<file path="src/hw/rtl/assert_macros.svh">
// Assertion macros used by the list engine controller.
`ifndef ASSERT_MACROS_SVH
`define ASSERT_MACROS_SVH
`ifndef SYNTHESIS
// Checked property, disabled while reset is high.
`define BALE_ASSERT(name, clk, rst, prop, msg) \
   name: assert property (@(posedge clk) disable iff (rst) prop) else $error(msg);
// Checked property that also holds during reset.
`define BALE_ASSERT_ALWAYS(name, clk, prop, msg) \
   name: assert property (@(posedge clk) prop) else $error(msg);
`else
`define BALE_ASSERT(name, clk, rst, prop, msg)
`define BALE_ASSERT_ALWAYS(name, clk, prop, msg)
`endif
`endif

</file>
<file path="src/hw/rtl/bale_pkg.sv">
// Shared types and constants of the bounded array list engine.
`timescale 1ns / 1ps
package bale_pkg;

   localparam int DATA_W           = 32;
   localparam int OPCODE_W         = 3;
   localparam int POS_W            = 6;
   localparam int STATUS_W         = 2;
   localparam int FOUND_W          = 7;
   localparam int COUNT_W          = 7;
   localparam int CAPACITY_DEFAULT = 64;

   localparam logic [FOUND_W-1:0] FOUND_NONE = {FOUND_W{1'b1}};

   typedef enum logic [OPCODE_W-1:0] {
      OP_APPEND       = 3'd0,
      OP_INSERT       = 3'd1,
      OP_REMOVE_AT    = 3'd2,
      OP_REMOVE_VALUE = 3'd3,
      OP_FIND         = 3'd4,
      OP_READ         = 3'd5,
      OP_CLEAR        = 3'd6
   } opcode_type;

   typedef enum logic [STATUS_W-1:0] {
      ST_OK     = 2'd0,
      ST_FULL   = 2'd1,
      ST_RANGE  = 2'd2,
      ST_ABSENT = 2'd3
   } status_type;

   // What every cell does with its word.
   typedef enum logic [2:0] {
      DOP_HOLD       = 3'd0,
      DOP_WRITE      = 3'd1,
      DOP_INSERT     = 3'd2,
      DOP_REMOVE     = 3'd3,
      DOP_REMOVE_HIT = 3'd4
   } data_op_type;

   typedef struct packed {
      data_op_type data_op;
      logic        scan_clear;
      logic        scan_step;
   } cell_ctrl_type;

endpackage

</file>
<file path="src/hw/rtl/bale_cell.sv">
// One list cell: holds one word, shifts with its neighbors and tracks the match prefix.
`timescale 1ns / 1ps
module bale_cell #(
   parameter int IDX_W = $clog2(bale_pkg::CAPACITY_DEFAULT),
   parameter int CNT_W = $clog2(bale_pkg::CAPACITY_DEFAULT + 1),
   parameter int INDEX = 0
) (
   input  logic                          clock,
   input  logic                          reset,
   input  bale_pkg::cell_ctrl_type       ctrl,
   input  logic [IDX_W-1:0]              sel,
   input  logic [CNT_W-1:0]              count,
   input  logic [bale_pkg::DATA_W-1:0]   value,
   input  logic [bale_pkg::DATA_W-1:0]   left_data,
   input  logic [bale_pkg::DATA_W-1:0]   right_data,
   input  logic                          left_seen,
   output logic [bale_pkg::DATA_W-1:0]   data,
   output logic                          seen,
   output logic                          first_hit,
   output logic [bale_pkg::DATA_W-1:0]   read_part
);
   import bale_pkg::*;

   localparam logic [IDX_W-1:0] MY_IDX = IDX_W'(INDEX);
   localparam logic [CNT_W-1:0] MY_CNT = CNT_W'(INDEX);

   logic [DATA_W-1:0] data_ff, data_in;
   logic              seen_ff, seen_in;
   logic              occupied, hit, here, above;

   assign occupied  = MY_CNT < count;
   assign hit       = occupied && (data_ff == value);
   assign here      = MY_IDX == sel;
   assign above     = MY_IDX > sel;
   assign first_hit = hit && !left_seen;
   assign read_part = here ? data_ff : '0;
   assign data      = data_ff;
   assign seen      = seen_ff;

   // The match prefix moves one cell further up the chain on every scan step.
   always_comb begin
      if (ctrl.scan_clear) begin
         seen_in = 1'b0;
      end else if (ctrl.scan_step) begin
         seen_in = left_seen || hit;
      end else begin
         seen_in = seen_ff;
      end
   end

   always_comb begin
      data_in = data_ff;
      unique case (ctrl.data_op)
         DOP_HOLD: begin
            data_in = data_ff;
         end
         DOP_WRITE: begin
            if (here) data_in = value;
         end
         DOP_INSERT: begin
            if (above) data_in = left_data;
            else if (here) data_in = value;
         end
         DOP_REMOVE: begin
            if (above || here) data_in = right_data;
         end
         DOP_REMOVE_HIT: begin
            if (seen_ff) data_in = right_data;
         end
         default: begin
            data_in = data_ff;
         end
      endcase
   end

   always_ff @(posedge clock) begin
      if (reset) begin
         seen_ff <= 1'b0;
      end else begin
         seen_ff <= seen_in;
      end
   end

   always_ff @(posedge clock) begin
      data_ff <= data_in;
   end

endmodule

</file>
<file path="config.mk">
export PLATFORM = sky130hd
export DESIGN_NAME = bale_cell
export DESIGN_NICKNAME = d
export VERILOG_FILES = /design/src/hw/rtl/assert_macros.svh /design/src/hw/rtl/bale_pkg.sv /design/src/hw/rtl/bale_cell.sv
export SDC_FILE = /design/constraint.sdc
export NUM_CORES = 1
export LEC_CHECK = 0
export BUFFER_PORTS_ARGS = -buffer_cell sky130_fd_sc_hd__buf_2
export CAP_MARGIN = 20
export CELL_PAD_IN_SITES_DETAIL_PLACEMENT = 0
export CELL_PAD_IN_SITES_GLOBAL_PLACEMENT = 1
export CORE_MARGIN = 2
export CORE_UTILIZATION = 27
export CTS_CLUSTER_SIZE = 10
export DETAILED_ROUTE_END_ITERATION = 16
export PLACE_DENSITY_LB_ADDON = 0.1
export SLEW_MARGIN = 10
export SYNTH_ARGS = -nofsm -noshare
export SYNTH_HDL_FRONTEND = slang
export SYNTH_SLANG_ARGS = --single-unit
</file>
<file path="constraint.sdc">
create_clock -name clock -period 5.6 [get_ports clock]
set_clock_uncertainty 0.1 [all_clocks]
set_input_delay 1.12 -clock clock [delete_from_list [all_inputs] [get_ports clock]]
set_output_delay 1.12 -clock clock [all_outputs]
set_load 0.02 [all_outputs]
</file>
# After elaboration in Yosys (flattened, before gate mapping)

Index checks and enable logic that the tools add are counted.

Bits in registers: 33
Logic and storage cells: 26
Output and inout port bits: 66
Input bits: 117

Reduce and logical (&&, ||, !) cells: 9
Multiplexer cells: 6
$lt $le $gt $ge: 2
Equality and inequality tests: 7

Operators by type and width:

| cell               | count |
|---|---|
| $mux 32            | 5 |
| $pmux 32 s4        | 1 |
| $eq 32x32->1       | 1 |
| $lt 1x7->1 const A | 1 |
| $eq 3x2->1 const B | 2 |
| $gt 1x6->1 const A | 1 |
| $logic_not 6->1    | 1 |
| $ne 2x2->1 const B | 2 |
| $reduce_bool 4->1  | 1 |
| $eq 3x1->1 const B | 1 |
| $eq 3x3->1 const B | 1 |
| $reduce_and 3->1   | 1 |
| $logic_and 1x1->1  | 2 |
| $logic_or 1x1->1   | 2 |
| $reduce_or 2->1    | 1 |
| $logic_not 1->1    | 1 |

# Longest topological paths before layout

Word-level depth: 4
Mapped depth: 6

# Worst setup path before layout

Ideal clock, no wire load.

Path kind: in2reg
Start: input port sel[0]
End: register data_ff[0] (netlist: data[0]), enable pin
Buffers on the path: 2
Library setup time: 0.470 ns
Stages: 6
Arrival time: 4.360 ns
Path slack: 0.670 ns
Cells stage by stage: nor4_1 -> nor3b_2 -> buf_4 -> buf_6 -> nor2_1 -> o31ai_1

Longest elaborated chain between the ends: 4
Elaborated cells between the ends (all ways): 5
Classes of those cells: order compare: 1; eq/ne: 1; reduce/logical: 3

RTL lines:

| item                                                 | line                             | source |
|---|---|---|
| start: declaration                                   | bale_cell.sv:11                  | `input logic [IDX_W-1:0] sel,` |
| $gt 1x6->1 / $logic_not 6->1 (equally long branches) | bale_cell.sv:34, bale_cell.sv:33 |  |
| $logic_or 1x1->1 (*)                                 | bale_cell.sv:65                  | `if (above \|\| here) data_in = right_data;` |
| $ne 2x2->1 (no line) (*)                             | -                                |  |
| $reduce_and 3->1 (no line) (*)                       | -                                |  |
| end signal: assignment                               | bale_cell.sv:85                  | `data_ff <= data_in;` |
| end: declaration                                     | bale_cell.sv:27                  | `logic [DATA_W-1:0] data_ff, data_in;` |

Mark *: on every way between the ends. The rest lies on a longest branch, timed or not.
A chain may end at the register's enable or synchronous reset.

# Final worst setup path

Start: input port value[29] in the netlist's numbering
End: output port first_hit

Longest elaborated chain between the ends: 3

RTL lines:

| item               | line            | source |
|---|---|---|
| start: declaration | bale_cell.sv:13 | `input logic [bale_pkg::DATA_W-1:0] value,` |
| $eq 32x32->1       | bale_cell.sv:32 | `assign hit = occupied && (data_ff == value);` |
| $logic_and 1x1->1  | bale_cell.sv:32 |  |
| $logic_and 1x1->1  | bale_cell.sv:35 | `assign first_hit = hit && !left_seen;` |
| end: declaration   | bale_cell.sv:19 | `output logic first_hit,` |

Every way passes these cells.

==> impl_metrics.toml <==
[run_status]
status = "complete, no violations"

[yosys]
yosysUniqueCellTypes = 23
yosysTopAreaCell = "edfxtp_1"
synth.area.top_cells = "edfxtp_1 (42%), mux2i_1 (14%), xnor2_1 (9.2%), and2_1 (8.8%), o21ai_1 (7.2%)"
ys_seq_area_share_pct = 42.91
ys_ff_latch = 33
synth_area_mm2 = 0.002286
synthCells = 233
yosysWarnings = 0
syn_nets = 350
synth_top_area_share_pct = 42.04
avgSynthCellArea_um2 = 9.811

[run]
max_cap_viol_count = 0

[placement]
io_buffers = 150
dpl.hpwl_um = 5042
globalplace.congestion = 0.7045

[floorplanning]
start_util_pct = 27.82
fp.dieH_um = 96.02
fp.coreArea_mm2 = 0.008217
die_x_um = 96.02
rows = 33
dieArea_mm2 = 0.009219
pin_count = 183

[worst_setup_path]
required_ns = 4.38
critical-path-max-stage-delay_ns = 0.69
critical_path_arrival_ns = 2.81
r2r_setup_slack_ns = 3.42
critPathBufInv = 2
endpoint_kind = "output port"
worstPathCellList = "buf_2, xnor2_1, nand4_1, a2111oi_0, nand4_1, nor2_1, buf_2"
criticalPathCategory = "in2out"
crit_path_top_delay_cell = "a2111oi_0"
crit_path_max_fanout = 2
cp_top_family = "compound AO/OA/AOI/OAI gates"
crit_path_start_kind = "primary input"

[route]
wl_per_cell_um = 13.74
drt_pass1_iterations = 4
routed_via_density = 4.430
antenna_left = 0
drc_errors = 0
drt_iter0_drc = 71
wl_um = 6677
vias = 2153

[clock_network]
cts.clk_slew.worst_paths_ns = 0.07
post_cts_buffers = 0
cts_root_buffer = "clkbuf_8"
clk_path_buf_depth = 2
clk_latency_ns = 0.28
hold_buffers = 0
postCtsResizedCells = 0
htree_levels = 2
numCtsBuffers = 5
cts.sinks = 33
cts_tree = "yes"

[hold_path]
hp-class = "reg2reg"

[grt]
grt_pass1_vias = 1931
grt_pass1_wl_um = 9694
gr-total-overflow = 0
grt_util_all_layers_pct = 14.13
antenna_found_initial = 0
grt_max_degree = 66

[cells_and_area]
fillers = 893
drive_gt1_share_pct = 42.26
fin_util_pct = 39.35
areaGrowthSynthToFinish_pct = 41.43
finalNetCount = 497
diodes = 0

[pwr]
p_total_uw = 646.4
leakage_uw = 0.001378
powerDensity_mw_per_mm2 = 199.9
ir_drop_v = 0.00007813

[sta]
timing.final.crit_share_pct = 71.98
period_minus_slack_ns = 4.031
slew-limit-headroom_pct = 47.07
setup-tns-final_ns = 0
max_freq_ghz = 0.2481
rsz0062_at_grt = "no"
setup_viol = 0
hold_viol = 0
worst_pin_slew_ns = 0.7939
drv_slew = 0
-- state kept, by name, indices dropped and copies added, names as in the netlist --
signal / cells
seen: 1
data: 32
-- routing by layer --
metal / up-vias / global-route usage [%] / part of all wire [%]
met5: - / 0 / 0
met3: 7 / 4.150 / 7.5
li1: 1110 / - / -
met2: 79 / 24.59 / 50
met4: 0 / 4.048 / 1.0
met1: 957 / 16.81 / 41
-- cell families after synthesis --
kind of cell / after synthesis / share of synthesized area [%]
mux: 32 / 14.01
xor+xnor: 32 / 12.26
simple gates: 85 / 19.21
compound gates: 37 / 8.429
buf+inv: 14 / 3.174
flops: 33 / 42.91
-- cells in the final DEF, fill, tap and decap left out, types with 3 or more instances in the layout --
cell	synthesis	routed
edfxtp_1	32	32
mux2i_1	32	32
nand2_1	34	34
o21ai_1	33	32
buf_2	1	150
clkbuf_8	0	5
nor2_1	4	4
nand4_1	7	7
nor4_1	4	4
xnor2_1	24	24
clkbuf_1	9	3
buf_4	1	3
and2_1	32	32
xor2_1	8	8
-- synthesized netlist by cell type --
master,n
clkbuf_1,9
a2111oi_0,1
nor3b_2,1
nor3_1,2
dfxtp_1,1
buf_4,1
inv_1,1
nor4_1,4
edfxtp_1,32
nor2_1,4
nand2_1,34
o31ai_1,1
buf_6,2
o21ai_0,1
nand3_1,1
mux2i_1,32
a31oi_1,1
buf_2,1
and2_1,32
xnor2_1,24
xor2_1,8
nand4_1,7
o21ai_1,33
-- worst register-to-register path: stages, from the launching register on --
cell       delay, ns
edfxtp_1        0.46
xnor2_1         0.23
nand4_1         0.11
a2111oi_0       0.69
nand4_1         0.30
a31oi_1         0.23
-- power breakdown --
part	leakage, uW	switching, uW	internal [uW]
combinational	0.00103	86.0	69.1
clock	0.0000395	87.8	88.4
sequential	0.000313	18.3	297
total	0.00138	192	454
-- layout make-up --
class	instances	area (um2)	share of cell area (%)
flip-flops and latches	33	980.9	30.34
repair buffers	153	773.2	23.92
multi-input cells	186	1264	39.09
inverters	1	3.754	0.1161
clock buffers	8	80.08	2.477
well taps	105	131.4	4.063
-- stage by stage --
stage / instances / hold slack [ns] / setup slack (ns) / cell area, um2
after CTS: 486 / 0.4687 / 1.354 / 3233
after global placement: 478 / 0.4582 / 1.357 / 3153
final: 486 / 0.4666 / 1.569 / 3233
after detailed placement: 478 / 0.4573 / 1.347 / 3153
after global routing: 486 / 0.5111 / 1.267 / 3233
after floorplan: 233 / 0.5164 / 0.6702 / 2286
-- final timing paths --
kind | startpoint | to | cells after the start
setup / recovery | value[29] | first_hit | 7
hold / removal | seen$_SDFFE_PP0P_ | seen$_SDFFE_PP0P_ | 2
setup reg to reg | data[18]$_DFFE_PP_ | seen$_SDFFE_PP0P_ | 5
hold reg to reg | seen$_SDFFE_PP0P_ | seen$_SDFFE_PP0P_ | 2
Note: power is estimated with default switching activity, not from simulation.
